File: src/sv/clcd_pkg.sv
// Shared types, codes and constants for the character-LCD 4-bit command encoder.
// Used by every module of the block; depends on nothing.
package clcd_pkg;

  // request queue between front and back
  localparam int QPTR_W = 2;
  localparam int QDEPTH = 1 << QPTR_W;
  localparam int QCNT_W = QPTR_W + 1;

  // request opcodes
  typedef enum logic [3:0] {
    OP_INIT      = 4'd0,
    OP_CLEAR     = 4'd1,
    OP_HOME      = 4'd2,
    OP_DISPLAY   = 4'd3,
    OP_CURSOR    = 4'd4,
    OP_BLINK     = 4'd5,
    OP_BACKLIGHT = 4'd6,
    OP_SET_CURSOR = 4'd7,
    OP_WRITE_CHAR = 4'd8,
    OP_GLYPH     = 4'd9
  } op_t;

  // configuration register indexes
  typedef enum logic [1:0] {
    CFG_ROWS       = 2'd0,
    CFG_BL_PRESENT = 2'd1,
    CFG_SETTLE     = 2'd2
  } cfg_idx_t;

  // kind of job handed to the back end
  typedef enum logic [1:0] {
    KIND_INIT,
    KIND_BYTE,
    KIND_GLYPH,
    KIND_BLIGHT
  } kind_t;

  typedef struct packed {
    kind_t       kind;
    logic        rs;          // register select of the first byte
    logic [7:0]  cmd_byte;    // first (or only) byte
    logic        long_wait;   // clear/home wait after the low nibble
    logic [63:0] rows;        // glyph row bytes
    logic        backlight;   // backlight level after the request
  } job_t;

  typedef struct packed {
    logic valid;
    job_t job;
  } push_t;

  typedef struct packed {
    logic [2:0] row_count;
    logic       bl_present;
  } front_cfg_t;

  typedef struct packed {
    logic [3:0]  nibble;
    logic [15:0] wait_before;
    logic [12:0] wait_after;
  } init_ev_t;

  // waits in microseconds
  localparam logic [15:0] WAIT_POWER_US      = 16'd50000;
  localparam logic [12:0] WAIT_INIT_LONG_US  = 13'd5000;
  localparam logic [12:0] WAIT_INIT_SHORT_US = 13'd150;
  localparam logic [12:0] WAIT_CLEAR_US      = 13'd2000;

  // controller command bytes
  localparam logic [7:0] CMD_CLEAR     = 8'h01;
  localparam logic [7:0] CMD_HOME      = 8'h02;
  localparam logic [7:0] CMD_ENTRY     = 8'h06;
  localparam logic [7:0] CMD_DISPLAY   = 8'h08;
  localparam logic [7:0] CMD_FUNCTION  = 8'h28;
  localparam logic [7:0] CMD_SET_CGRAM = 8'h40;
  localparam logic [7:0] CMD_SET_DDRAM = 8'h80;
  localparam logic [3:0] NIB_WAKE      = 4'h3;
  localparam logic [3:0] NIB_FOUR_BIT  = 4'h2;

  // display bits after init: display on, cursor off, blink off
  localparam logic [2:0] DISP_INIT  = 3'b100;
  localparam logic [2:0] DISP_MASK  = 3'b100;
  localparam logic [2:0] CURS_MASK  = 3'b010;
  localparam logic [2:0] BLINK_MASK = 3'b001;

  localparam logic [4:0] INIT_LAST  = 5'd11;
  localparam logic [4:0] GLYPH_LAST = 5'd17;

  // DDRAM offset of each row
  function automatic logic [7:0] row_base(input logic [1:0] row);
    logic [7:0] base;
    case (row)
      2'd0:    base = 8'h00;
      2'd1:    base = 8'h40;
      2'd2:    base = 8'h14;
      default: base = 8'h54;
    endcase
    return base;
  endfunction

  // power-up sequence, one entry per nibble event
  function automatic init_ev_t init_event(input logic [4:0] step);
    init_ev_t   ev;
    logic [7:0] disp;
    disp = CMD_DISPLAY | {5'd0, DISP_INIT};
    ev   = '{nibble: 4'h0, wait_before: 16'd0, wait_after: 13'd0};
    case (step)
      5'd0:  ev = '{nibble: NIB_WAKE, wait_before: WAIT_POWER_US,
                    wait_after: WAIT_INIT_LONG_US};
      5'd1:  ev = '{nibble: NIB_WAKE, wait_before: 16'd0, wait_after: WAIT_INIT_LONG_US};
      5'd2:  ev = '{nibble: NIB_WAKE, wait_before: 16'd0, wait_after: WAIT_INIT_SHORT_US};
      5'd3:  ev.nibble = NIB_FOUR_BIT;
      5'd4:  ev.nibble = CMD_FUNCTION[7:4];
      5'd5:  ev.nibble = CMD_FUNCTION[3:0];
      5'd6:  ev.nibble = disp[7:4];
      5'd7:  ev.nibble = disp[3:0];
      5'd8:  ev.nibble = CMD_CLEAR[7:4];
      5'd9:  ev = '{nibble: CMD_CLEAR[3:0], wait_before: 16'd0, wait_after: WAIT_CLEAR_US};
      5'd10: ev.nibble = CMD_ENTRY[7:4];
      5'd11: ev.nibble = CMD_ENTRY[3:0];
      default: ev.nibble = 4'h0;
    endcase
    return ev;
  endfunction

endpackage

File: src/sv/clcd_front.sv
// Front end: accepts requests, keeps display and backlight state, builds jobs.
// Depends on clcd_pkg.
module clcd_front (
  input  logic                  clk,
  input  logic                  rst,
  input  logic                  in_valid,
  output logic                  in_ready,
  input  logic [3:0]            opcode,
  input  logic                  switch_on,
  input  logic [1:0]            cursor_row,
  input  logic [6:0]            cursor_col,
  input  logic [7:0]            char_code,
  input  logic [7:0]            glyph_slot,
  input  logic [63:0]           glyph_rows,
  input  clcd_pkg::front_cfg_t  cfg,
  input  logic                  full,
  output clcd_pkg::push_t       push
);

  logic [2:0] display_bits, display_bits_next;
  logic       backlight_on, backlight_on_next;
  logic       accept;
  logic       known;
  logic [2:0] rows_eff;
  logic [1:0] row_c;
  logic [7:0] ddram;
  clcd_pkg::job_t job;

  assign in_ready = !full;
  assign accept   = in_valid && in_ready;

  // row clamp and DDRAM address for set cursor
  always_comb begin
    rows_eff = (cfg.row_count == 3'd0) ? 3'd1 : cfg.row_count;
    row_c    = cursor_row;
    if ({1'b0, cursor_row} >= rows_eff) begin
      row_c = 2'(rows_eff - 3'd1);
    end
    ddram = clcd_pkg::CMD_SET_DDRAM | ({1'b0, cursor_col} + clcd_pkg::row_base(row_c));
  end

  // classify the request
  always_comb begin
    display_bits_next = display_bits;
    backlight_on_next = backlight_on;
    known             = 1'b1;
    job.kind          = clcd_pkg::KIND_BYTE;
    job.rs            = 1'b0;
    job.cmd_byte      = 8'h00;
    job.long_wait     = 1'b0;
    job.rows          = glyph_rows;
    unique case (clcd_pkg::op_t'(opcode))
      clcd_pkg::OP_INIT: begin
        if (cfg.bl_present) backlight_on_next = 1'b1;
        display_bits_next = clcd_pkg::DISP_INIT;
        job.kind          = clcd_pkg::KIND_INIT;
      end
      clcd_pkg::OP_CLEAR: begin
        job.cmd_byte  = clcd_pkg::CMD_CLEAR;
        job.long_wait = 1'b1;
      end
      clcd_pkg::OP_HOME: begin
        job.cmd_byte  = clcd_pkg::CMD_HOME;
        job.long_wait = 1'b1;
      end
      clcd_pkg::OP_DISPLAY: begin
        display_bits_next = switch_on ? (display_bits | clcd_pkg::DISP_MASK)
                                      : (display_bits & ~clcd_pkg::DISP_MASK);
        job.cmd_byte = clcd_pkg::CMD_DISPLAY | {5'd0, display_bits_next};
      end
      clcd_pkg::OP_CURSOR: begin
        display_bits_next = switch_on ? (display_bits | clcd_pkg::CURS_MASK)
                                      : (display_bits & ~clcd_pkg::CURS_MASK);
        job.cmd_byte = clcd_pkg::CMD_DISPLAY | {5'd0, display_bits_next};
      end
      clcd_pkg::OP_BLINK: begin
        display_bits_next = switch_on ? (display_bits | clcd_pkg::BLINK_MASK)
                                      : (display_bits & ~clcd_pkg::BLINK_MASK);
        job.cmd_byte = clcd_pkg::CMD_DISPLAY | {5'd0, display_bits_next};
      end
      clcd_pkg::OP_BACKLIGHT: begin
        if (cfg.bl_present) backlight_on_next = switch_on;
        job.kind = clcd_pkg::KIND_BLIGHT;
      end
      clcd_pkg::OP_SET_CURSOR: begin
        job.cmd_byte = ddram;
      end
      clcd_pkg::OP_WRITE_CHAR: begin
        job.rs       = 1'b1;
        job.cmd_byte = char_code;
      end
      clcd_pkg::OP_GLYPH: begin
        job.kind     = clcd_pkg::KIND_GLYPH;
        job.cmd_byte = clcd_pkg::CMD_SET_CGRAM | {2'b00, glyph_slot[2:0], 3'b000};
      end
      default: begin
        // unknown opcode: dropped without effect
        known = 1'b0;
      end
    endcase
    job.backlight = backlight_on_next;
  end

  assign push.valid = accept && known;
  assign push.job   = job;

  // state register
  always_ff @(posedge clk) begin
    if (rst) begin
      display_bits <= 3'd0;
      backlight_on <= 1'b0;
    end else if (accept) begin
      display_bits <= display_bits_next;
      backlight_on <= backlight_on_next;
    end
  end

endmodule

File: src/sv/clcd_queue.sv
// Short job queue between the front and back ends.
// Depends on clcd_pkg.
module clcd_queue (
  input  logic            clk,
  input  logic            rst,
  input  clcd_pkg::push_t push,
  output logic            full,
  output logic            head_valid,
  output clcd_pkg::job_t  head,
  input  logic            pop
);

  clcd_pkg::job_t                     mem [clcd_pkg::QDEPTH];
  logic [clcd_pkg::QPTR_W-1:0]        wr_ptr, rd_ptr;
  logic [clcd_pkg::QCNT_W-1:0]        count;

  assign full       = (count == clcd_pkg::QCNT_W'(clcd_pkg::QDEPTH));
  assign head_valid = (count != '0);
  assign head       = mem[rd_ptr];

  // storage
  always_ff @(posedge clk) begin
    if (push.valid) mem[wr_ptr] <= push.job;
  end

  // pointers and fill count
  always_ff @(posedge clk) begin
    if (rst) begin
      wr_ptr <= '0;
      rd_ptr <= '0;
      count  <= '0;
    end else begin
      if (push.valid) wr_ptr <= wr_ptr + 1'b1;
      if (pop)        rd_ptr <= rd_ptr + 1'b1;
      if (push.valid && !pop)      count <= count + 1'b1;
      else if (pop && !push.valid) count <= count - 1'b1;
    end
  end

endmodule

File: src/sv/clcd_back.sv
// Back end: expands the head job into nibble events, one per cycle, into the
// output register while it is empty or taken. Depends on clcd_pkg.
module clcd_back (
  input  logic            clk,
  input  logic            rst,
  input  logic            job_valid,
  input  clcd_pkg::job_t  job,
  output logic            pop,
  output logic            out_valid,
  input  logic            out_ready,
  output logic            out_rs,
  output logic [3:0]      out_nibble,
  output logic            out_strobe,
  output logic [15:0]     out_wait_before,
  output logic [12:0]     out_wait_after,
  output logic            out_backlight,
  output logic            out_last
);

  logic [4:0]  step;
  logic        load;
  logic        ev_rs, ev_strobe, ev_last;
  logic [3:0]  ev_nibble;
  logic [15:0] ev_wb;
  logic [12:0] ev_wa;
  logic [7:0]  cur_byte;
  logic [3:0]  row_idx;
  clcd_pkg::init_ev_t iev;

  // event for the current step of the head job
  always_comb begin
    iev       = clcd_pkg::init_event(step);
    row_idx   = step[4:1] - 4'd1;
    cur_byte  = job.cmd_byte;
    ev_rs     = job.rs;
    ev_strobe = 1'b1;
    ev_nibble = 4'h0;
    ev_wb     = 16'd0;
    ev_wa     = 13'd0;
    ev_last   = 1'b0;
    unique case (job.kind)
      clcd_pkg::KIND_INIT: begin
        ev_rs     = 1'b0;
        ev_nibble = iev.nibble;
        ev_wb     = iev.wait_before;
        ev_wa     = iev.wait_after;
        ev_last   = (step == clcd_pkg::INIT_LAST);
      end
      clcd_pkg::KIND_BYTE: begin
        ev_nibble = step[0] ? cur_byte[3:0] : cur_byte[7:4];
        ev_wa     = (step[0] && job.long_wait) ? clcd_pkg::WAIT_CLEAR_US : 13'd0;
        ev_last   = step[0];
      end
      clcd_pkg::KIND_GLYPH: begin
        if (step >= 5'd2) begin
          cur_byte = job.rows[{row_idx[2:0], 3'b000} +: 8];
          ev_rs    = 1'b1;
        end
        ev_nibble = step[0] ? cur_byte[3:0] : cur_byte[7:4];
        ev_last   = (step == clcd_pkg::GLYPH_LAST);
      end
      clcd_pkg::KIND_BLIGHT: begin
        ev_rs     = 1'b0;
        ev_strobe = 1'b0;
        ev_last   = 1'b1;
      end
      default: begin
        ev_last = 1'b1;
      end
    endcase
  end

  assign load = job_valid && (!out_valid || out_ready);
  assign pop  = load && ev_last;

  // step counter
  always_ff @(posedge clk) begin
    if (rst) begin
      step <= 5'd0;
    end else if (load) begin
      step <= ev_last ? 5'd0 : step + 5'd1;
    end
  end

  // output register
  always_ff @(posedge clk) begin
    if (rst) begin
      out_valid <= 1'b0;
    end else if (load) begin
      out_valid <= 1'b1;
    end else if (out_ready) begin
      out_valid <= 1'b0;
    end
  end

  always_ff @(posedge clk) begin
    if (load) begin
      out_rs          <= ev_rs;
      out_nibble      <= ev_nibble;
      out_strobe      <= ev_strobe;
      out_wait_before <= ev_wb;
      out_wait_after  <= ev_wa;
      out_backlight   <= job.backlight;
      out_last        <= ev_last;
    end
  end

endmodule

File: src/sv/char_lcd_4bit_command_encoder.sv
// Top level of the character-LCD 4-bit command encoder: configuration
// registers, front end, job queue and back end. Depends on clcd_pkg.
//
//   channel   direction  handshake            payload
//   s_*       in         s_tvalid / s_tready  s_tuser opcode, s_tdata request fields
//   m_*       out        m_tvalid / m_tready  m_tuser RS, m_tdata event, m_tlast
//   cfg_*     in         cfg_valid / cfg_ready cfg_index, cfg_data
//
// A request is taken whenever the four-entry job queue has room.
// The back end sends one nibble event per cycle while m_tready does not stall it:
// 1 to 18 events per request (2 for a byte, 12 for init, 18 for a glyph).
// Synchronous reset clears state, queue and output register; no sweep needed.
// A stalled m_tready holds the output register; requests keep queueing
// until the queue fills. cfg_ready is always high.
module char_lcd_4bit_command_encoder (
  input  logic        clk,
  input  logic        rst,
  input  logic        s_tvalid,
  output logic        s_tready,
  input  logic [3:0]  s_tuser,   // [3:0] opcode
  input  logic [95:0] s_tdata,   // [0] switch_on, [2:1] cursor_row, [9:3] cursor_col,
                                 // [17:10] char_code, [25:18] glyph_slot,
                                 // [89:26] glyph_rows, [95:90] zero
  output logic        m_tvalid,
  input  logic        m_tready,
  output logic        m_tuser,   // [0] register_select
  output logic [39:0] m_tdata,   // [3:0] nibble, [4] strobe_res, [20:5] wait_before_us,
                                 // [33:21] wait_after_us, [34] backlight, [39:35] zero
  output logic        m_tlast,
  input  logic        cfg_valid,
  output logic        cfg_ready,
  input  logic [1:0]  cfg_index,
  input  logic [9:0]  cfg_data
);

  logic [2:0]  row_count;
  logic        backlight_present;
  logic [9:0]  settle_wait_us;
  logic        cfg_wr;

  clcd_pkg::front_cfg_t fcfg;
  clcd_pkg::push_t      push;
  clcd_pkg::job_t       head;
  logic                 full, head_valid, pop;
  logic [3:0]           nibble;
  logic                 strobe;
  logic [15:0]          wait_before;
  logic [12:0]          wait_after;
  logic                 backlight;

  // configuration registers
  assign cfg_ready = 1'b1;
  assign cfg_wr    = cfg_valid && cfg_ready;

  always_ff @(posedge clk) begin
    if (rst) begin
      row_count         <= 3'd2;
      backlight_present <= 1'b1;
      settle_wait_us    <= 10'd100;
    end else if (cfg_wr) begin
      if (cfg_index == clcd_pkg::CFG_ROWS)       row_count         <= cfg_data[2:0];
      if (cfg_index == clcd_pkg::CFG_BL_PRESENT) backlight_present <= cfg_data[0];
      if (cfg_index == clcd_pkg::CFG_SETTLE)     settle_wait_us    <= cfg_data;
    end
  end

  assign fcfg.row_count  = row_count;
  assign fcfg.bl_present = backlight_present;

  clcd_front u_front (
    .clk        (clk),
    .rst        (rst),
    .in_valid   (s_tvalid),
    .in_ready   (s_tready),
    .opcode     (s_tuser),
    .switch_on  (s_tdata[0]),
    .cursor_row (s_tdata[2:1]),
    .cursor_col (s_tdata[9:3]),
    .char_code  (s_tdata[17:10]),
    .glyph_slot (s_tdata[25:18]),
    .glyph_rows (s_tdata[89:26]),
    .cfg        (fcfg),
    .full       (full),
    .push       (push)
  );

  clcd_queue u_queue (
    .clk        (clk),
    .rst        (rst),
    .push       (push),
    .full       (full),
    .head_valid (head_valid),
    .head       (head),
    .pop        (pop)
  );

  clcd_back u_back (
    .clk             (clk),
    .rst             (rst),
    .job_valid       (head_valid),
    .job             (head),
    .pop             (pop),
    .out_valid       (m_tvalid),
    .out_ready       (m_tready),
    .out_rs          (m_tuser),
    .out_nibble      (nibble),
    .out_strobe      (strobe),
    .out_wait_before (wait_before),
    .out_wait_after  (wait_after),
    .out_backlight   (backlight),
    .out_last        (m_tlast)
  );

  assign m_tdata = {5'd0, backlight, wait_after, wait_before, strobe, nibble};

  // checks
  a_out_cleared: assert property (@(posedge clk) rst |=> !m_tvalid)
    else $error("output valid after reset");

  a_blight_quiet: assert property (@(posedge clk) disable iff (rst)
    (m_tvalid && !strobe) |-> (nibble == 4'h0 && !m_tuser && m_tlast))
    else $error("backlight-only event carries data");

  a_power_wait: assert property (@(posedge clk) disable iff (rst)
    (m_tvalid && wait_before != 16'd0) |-> (nibble == clcd_pkg::NIB_WAKE && !m_tuser))
    else $error("power-up wait on wrong event");

  a_settle_hold: assert property (@(posedge clk) disable iff (rst)
    !(cfg_wr && cfg_index == clcd_pkg::CFG_SETTLE) |=> $stable(settle_wait_us))
    else $error("settle wait changed without a write");

endmodule

File: config.mk
export PLATFORM = sky130hd
export DESIGN_NAME = char_lcd_4bit_command_encoder
export DESIGN_NICKNAME = d
export VERILOG_FILES = /design/src/sv/clcd_pkg.sv /design/src/sv/clcd_front.sv /design/src/sv/clcd_queue.sv /design/src/sv/clcd_back.sv /design/src/sv/char_lcd_4bit_command_encoder.sv
export SDC_FILE = /design/constraint.sdc
export NUM_CORES = 1
export LEC_CHECK = 0
export ABC_CLOCK_PERIOD_IN_PS = 9900
export BUFFER_PORTS_ARGS = -buffer_cell sky130_fd_sc_hd__buf_4
export CAP_MARGIN = 25
export CORE_MARGIN = 10
export CORE_UTILIZATION = 60
export CTS_BUF_LIST = sky130_fd_sc_hd__clkbuf_4
export CTS_CLUSTER_DIAMETER = 100
export CTS_CLUSTER_SIZE = 10
export DETAILED_ROUTE_END_ITERATION = 6
export GPL_ROUTABILITY_DRIVEN = 0
export PLACE_DENSITY = 0.81
export RECOVER_POWER = 25
export SYNTH_ARGS = -nofsm -noshare
export SYNTH_HDL_FRONTEND = slang
export SYNTH_SLANG_ARGS = --single-unit
File: constraint.sdc
create_clock -name clk -period 9.9 [get_ports clk]
set_clock_uncertainty 0.2 [all_clocks]
set_input_delay 0.99 -clock clk [delete_from_list [all_inputs] [get_ports clk]]
set_output_delay 0.99 -clock clk [all_outputs]
set_load 0.02 [all_outputs]
==> results of run 1 <==
## layout make-up
cell class / count / area, sq um
inverter: 21 / 78.8
sequential: 346 / 10200
clock inverter: 3 / 63.8
fill: 1638 / 7820
timing repair buffer: 135 / 796
multi-input combinational: 436 / 3950
clock buffer: 53 / 398
antenna: 2 / 5.00
tap: 319 / 399
## cell families after synthesis
| logic type | Yosys count | synth area share |
|---|---|---|
| mux | 102 | 0.131 |
| compound gates | 110 | 0.0527 |
| xor+xnor | 15 | 0.00902 |
| simple gates | 173 | 0.0578 |
| buf+inv | 93 | 0.0362 |
| flops | 346 | 0.697 |
| other cells | 2 | 0.000516 |
| fa+ha+maj | 17 | 0.0151 |
## report_power, final
part	switching, mW	internal [mW]	total [mW]	leakage, nW
Combinational	0.452	0.320	0.772	1.79
Clock	0.419	0.297	0.716	0.276
Sequential	0.0676	1.74	1.81	3.15
Total	0.939	2.36	3.30	5.21
## per-layer routing
layer,share of wire,up-vias,global-route usage
li1,-,3613,-
met1,0.40,3960,0.254
met2,0.48,399,0.299
met3,0.099,57,0.0562
met4,0.021,6,0.0576
met5,0.0016,-,0
## state kept, by name, summed over array words and instances, names as in the netlist, 2 cells and up, named ones only
signal / flops
u_queue.mem: 308
u_back.out_wait_after: 6
u_back.step: 5
u_back.out_nibble: 4
row_count: 3
u_front.display_bits: 3
u_queue.count: 3
u_queue.rd_ptr: 2
u_queue.wr_ptr: 2
## cell usage after synthesis (all sizes together), types with 14 or more instances
master,count,area (sq um)
a21oi,20,100
buf,58,395
clkbuf,14,53.8
dfxtp,23,460
edfxtp,323,9700
ha,16,200
inv,19,71.3
mux2i,24,240
mux4,70,1580
nand2,47,179
nand3,25,125
nor2,41,154
o21ai,17,85.1
## placed cells by master (no fill, tap or decap), drive strengths merged, types with 19 or more instances in the layout
cell | netlist | layout
mux4 | 70 | 70
a21oi | 20 | 20
clkbuf | 14 | 112
buf | 58 | 76
nor2 | 41 | 41
mux2i | 24 | 24
conb | 2 | 19
nand2 | 47 | 47
inv | 19 | 20
dfxtp | 23 | 23
edfxtp | 323 | 323
nand3 | 25 | 25
## how the worst max path moves through the flow
stage	slack, ps	to
after floorplan	5630	u_queue.mem[0][0]
after global placement	6100	u_queue.mem[1][52]
after detailed placement	6050	u_queue.mem[1][52]
after CTS	6130	u_back.out_nibble[3]
after global routing	5910	u_back.out_nibble[2]
final	6250	u_back.out_nibble[3]
## metrics by stage
step	total power, mW	hold slack (ps)
5_1_grt	3.46	301
3_5_place_dp	2.63	269
6_report	3.30	285
2_1_floorplan	2.38	247
3_3_place_gp	2.61	257
4_1_cts	3.33	283
## critical path: stages, from the launching register on
cell,delay [ps]
dfxtp_4,750
buf_4,820
mux4_2,590
nand2b_1,160
o2111ai_1,120
nand3_1,100
a311oi_1,470
a31oi_1,150
==> flow_summary_export.csv, run 1 <==
group,metric,value,unit
clock_tree,clock_sinks,346,
clock_tree,htree_levels,2,
grt,grt_pass1_wl,46.1,mm
critical_path,start_kind,"flip-flop",
sta,tightest_slew,1000,ps
place,place_ws,6050,ps
die,io_pins,162,
die,dieArea,0.0309,sq mm
layout,final_nets,1114,
die,start_util,0.615,
layout,drive_gt1_frac,0.222,
logic_synthesis,ys_types,70,
logic_synthesis,yosysWarnings,0,
pwr,p_leak,5.21,nW
critical_path,crit_arrival,3830,ps
clock_tree,clock_latency,650,ps
logic_synthesis,syn_inst,858,
layout,syn_to_final_growth,8.88,%
clock_tree,clkSlewWorstSetupHoldPaths,110,ps
place,placed_area,0.0156,sq mm
job,drv_cap,0,
logic_synthesis,synth-edff-count,323,
logic_synthesis,ys.flop_type,"edfxtp_1",
sta,rsz0062_at_grt,"no",
detailed_routing,firstDrtPassIters,5,
logic_synthesis,syn_area,0.0146,sq mm
critical_path,crit_type,"reg2reg",
grt,overflow,0,
clock_tree,numCtsBuffers,40,
detailed_routing,num_vias,8035,
min_path,hold_depth,2,
clock_tree,post_cts_resized,0,
detailed_routing,wire_per_inst,22.5,um
sta,timing.fmax,274,MHz
sta,hold_viol_final,0,
grt,first_global_vias,8203,
min_path,hold_end,"u_front.display_bits[1]",
critical_path,worst_setup_path_end_kind,"flip-flop",
logic_synthesis,ys_async_sr_fraction,0,
grt,antenna_found_initial,5,
status,outcome,"complete, no violations",
layout,fin_util,0.670,
critical_path,critPathRequiredTime,10080,ps
sta,fin_crit_sh,0.369,
clock_tree,postCtsHoldBufs,0,
clock_tree,root_buffer,"clkbuf_4",
critical_path,r2r-end,"u_back.out_nibble[3]",
min_path,hold_start,"u_front.display_bits[1]",
detailed_routing,remaining_drc_errors,0,
logic_synthesis,syn_area_per_cell,17.0,sq um
place,dp_hpwl,19.2,mm
sta,setup_viol,0,
grt,grt_max_degree,62,
pwr,p_per_area,208,mW/mm^2
clock_tree,cts_buffer_depth,3,
sta,relSlewSlack,0.330,
layout,layout.cells.non_filler,1315,
sta,setup_ws,6250,ps
die,rows,56,
detailed_routing,drt_iter0_drc,752,
die,die_w,176,um
logic_synthesis,ys_seq_area_frac,0.697,
sta,layout_min_cycle_time,3650,ps
pwr,peakVddDrop,0.107,mV
die,core,0.0237,sq mm
clock_tree,cts_tree,"built",
detailed_routing,postRouteAntennaNets,0,
place,port_buffers,124,
detailed_routing,viasPerCell,6.11,
clock_tree,cts_setup_buffers,0,
layout,fin_area,0.0159,sq mm
detailed_routing,wirelength,29.6,mm
die,die_y,176,um
grt,grtUsageTotal,0.191,
sta,timing.setup.tns,0,ps
place,place_inst,1256,
min_path,hp-class,"reg2reg",
sta,drv_slew,0,
critical_path,crit_fanout,51,
critical_path,rrSetupSlack,6250,ps
logic_synthesis,synth-seq-cells,346,
critical_path,reg2reg_depth,7,
(Power assumes the default switching activity.)
==> run 2: changes to the inputs <==
--- a/config.mk
+++ b/config.mk
@@ -5,7 +5,8 @@
 export SDC_FILE = /design/constraint.sdc
 export NUM_CORES = 1
 export LEC_CHECK = 0
-export ABC_CLOCK_PERIOD_IN_PS = 9900
+export ABC_AREA = 1
+export ABC_CLOCK_PERIOD_IN_PS = 3400
 export BUFFER_PORTS_ARGS = -buffer_cell sky130_fd_sc_hd__buf_4
 export CAP_MARGIN = 25
 export CORE_MARGIN = 10
==> constraint.sdc (replaced) <==
create_clock -name clk -period 3.4 [get_ports clk]
set_clock_uncertainty 0.2 [all_clocks]
set_input_delay 0.34 -clock clk [delete_from_list [all_inputs] [get_ports clk]]
set_output_delay 0.34 -clock clk [all_outputs]
set_load 0.02 [all_outputs]
==> flow_summary_export.csv, run 2 <==
group,metric,value,unit
pwr,p_per_area,652,mW/mm^2
clock_tree,htree_levels,2,
place,placed_area,0.0159,sq mm
detailed_routing,num_vias,10600,
logic_synthesis,yosysMostFrequentCell,"nand2_1",
logic_synthesis,syn_inst,1333,
layout,final_cell_mix,"nand2_1, edfxtp_1, nand3_1, dlygate4sd3_1, buf_4",
sta,timing.setup.tns,0,ps
min_path,hp-class,"in2reg",
sta,drv_slew,0,
sta,hold_viol_final,0,
clock_tree,cts_tree,"built",
detailed_routing,firstDrtPassIters,6,
die,io_pins,162,
sta,timing.fmax,308,MHz
die,die_w,177,um
critical_path,worst_setup_path_end_kind,"flip-flop",
logic_synthesis,yosysTopAreaCellShare,0.652,
layout,largest_reg_flops,308,
critical_path,critPathRequiredTime,3590,ps
sta,setup_viol,0,
detailed_routing,remaining_drc_errors,0,
layout,fin_util,0.707,
clock_tree,root_buffer,"clkbuf_4",
sta,tightest_slew,940,ps
layout,regMostFlops,"u_queue.mem",
layout,layout_commonest_cell,"nand2_1",
logic_synthesis,yosys-top-cells-area,"edfxtp_1, nand2_1, nand3_1, dfxtp_1, buf_4",
die,rows,57,
critical_path,crit_arrival,3430,ps
grt,antenna_found_initial,2,
layout,drive_gt1_frac,0.115,
clock_tree,numCtsBuffers,40,
detailed_routing,wire_per_inst,18.6,um
clock_tree,cts_buffer_depth,3,
logic_synthesis,synth-seq-cells,346,
grt,overflow,0,
grt,first_global_vias,10800,
die,die_y,177,um
logic_synthesis,synth-edff-count,323,
die,start_util,0.611,
pwr,p_leak,6.51,nW
logic_synthesis,ys_types,42,
detailed_routing,wirelength,34.9,mm
critical_path,crit_fanout,4,
clock_tree,clkSlewWorstSetupHoldPaths,120,ps
logic_synthesis,yosys-top-cells-count,"nand2_1, edfxtp_1, nand3_1",
sta,setup_ws,158,ps
logic_synthesis,ys_async_sr_fraction,0,
logic_synthesis,syn_area_per_cell,11.2,sq um
grt,grt_max_degree,91,
layout,fin_area,0.0172,sq mm
logic_synthesis,yosysWarnings,0,
status,outcome,"complete, no violations",
clock_tree,cts_setup_buffers,0,
detailed_routing,drt_iter0_drc,1171,
sta,layout_min_cycle_time,3240,ps
critical_path,start_kind,"flip-flop",
critical_path,crit_type,"reg2reg",
place,place_ws,465,ps
pwr,peakVddDrop,0.425,mV
place,place_inst,1722,
grt,grtUsageTotal,0.219,
layout,layout.cells.non_filler,1881,
place,port_buffers,124,
critical_path,crit_path_max_incr_delay,600,ps
layout,top_regs,"u_queue.mem (308), u_back.out_wait_after (6), u_back.step (5)",
sta,hold_ws,65.9,ps
pwr,power,11.2,mW
critical_path,cpMaxStageDelayCell,"dlygate4sd3_1",
layout,final_nets,1674,
die,core,0.0243,sq mm
critical_path,crit_chain,"nor2_1 > nor2_1 > inv_1 > ha_1 > o21ai_1 > a21oi_2 > nand3_1 > o21ai_0 > ha_1 > ha_1 > or2_2 > nand3_1 > nand3_1 > dlygate4sd3_1",
detailed_routing,postRouteAntennaNets,0,
logic_synthesis,syn_area,0.0149,sq mm
clock_tree,clock_sinks,346,
layout,syn_to_final_growth,15.7,%
logic_synthesis,synth.largest_area_cell,"edfxtp_1",
sta,relSlewSlack,0.373,
sta,fin_crit_sh,0.953,
place,dp_hpwl,20.0,mm
clock_tree,clock_latency,670,ps
grt,grt_pass1_wl,54.9,mm
logic_synthesis,ys.flop_type,"edfxtp_1",
sta,rsz0062_at_grt,"no",
job,drv_cap,0,
logic_synthesis,ys_seq_area_frac,0.683,
die,dieArea,0.0315,sq mm
detailed_routing,viasPerCell,5.66,
## run 2: cell types whose count changed after synthesis, moves of 13 or more
cell     change
nand2_1    +330
nand3_1    +225
nor2_1      +26
o21ai_0     +27
inv_1       +34
mux2i_1     -24
mux4_2      -69
buf_2       +13
## run 2: repair_timing
action,CTS,global route
setup endpoints to repair,0,8
resized for setup,0,3
hold buffers,100,0
endpoints found under the hold margin,315,0
## run 2: path summary, 6_finish.rpt
path	from	endpoint	slack [ps]	cells past startpoint
worst min-delay path	s_tdata[3]	u_queue.mem[2][66]	70	5
worst max register to register	row_count[1]	u_queue.mem[1][70]	160	14
worst min register to register	u_front.display_bits[1]	u_front.display_bits[1]	280	2
worst max-delay path	row_count[1]	u_queue.mem[1][70]	160	14
## run 2: cells by family (layout without fill, tap and decap cells)
group / after synthesis / after routing / synth area share
AOI/OAI and AO/OA: 99 / 99 / 0.0386
xor gates and xnor gates: 6 / 6 / 0.00353
adders and majority gates: 17 / 17 / 0.0148
buffers and inverters: 154 / 358 / 0.0550
DFF: 346 / 346 / 0.683
other: 2 / 22 / 0.000505
and+or+nand+nor: 709 / 709 / 0.204
## run 2: critical path: cells and delay by family (launching register included)
kind                       cells  cell delay (ps)
adders and majority gates      3              700
DFF                            1              380
AOI/OAI and AO/OA              3              380
and+or+nand+nor                6              650
buffers and inverters          2              660
## run 2: where the power goes
part	internal, mW	total (mW)	switching, mW
clock network	0.863	2.12	1.26
registers	5.12	5.30	0.177
logic	1.21	3.79	2.58
total	7.20	11.2	4.01
## run 2: layer usage
| metal | share of wire | GRT usage | vias to the layer above |
|---|---|---|---|
| li1 | - | - | 5008 |
| met1 | 0.39 | 0.263 | 5041 |
| met2 | 0.50 | 0.380 | 507 |
| met3 | 0.086 | 0.0463 | 91 |
| met4 | 0.026 | 0.0816 | 0 |
| met5 | 0 | 0 | - |
## run 2: layout make-up
class	count	area (sq um)
tap	324	405
inverter	57	216
timing repair buffer	245	1960
multi-input combinational	850	3990
fill	1665	7110
clock inverter	3	63.8
clock buffer	53	398
antenna	3	7.51
sequential	346	10200
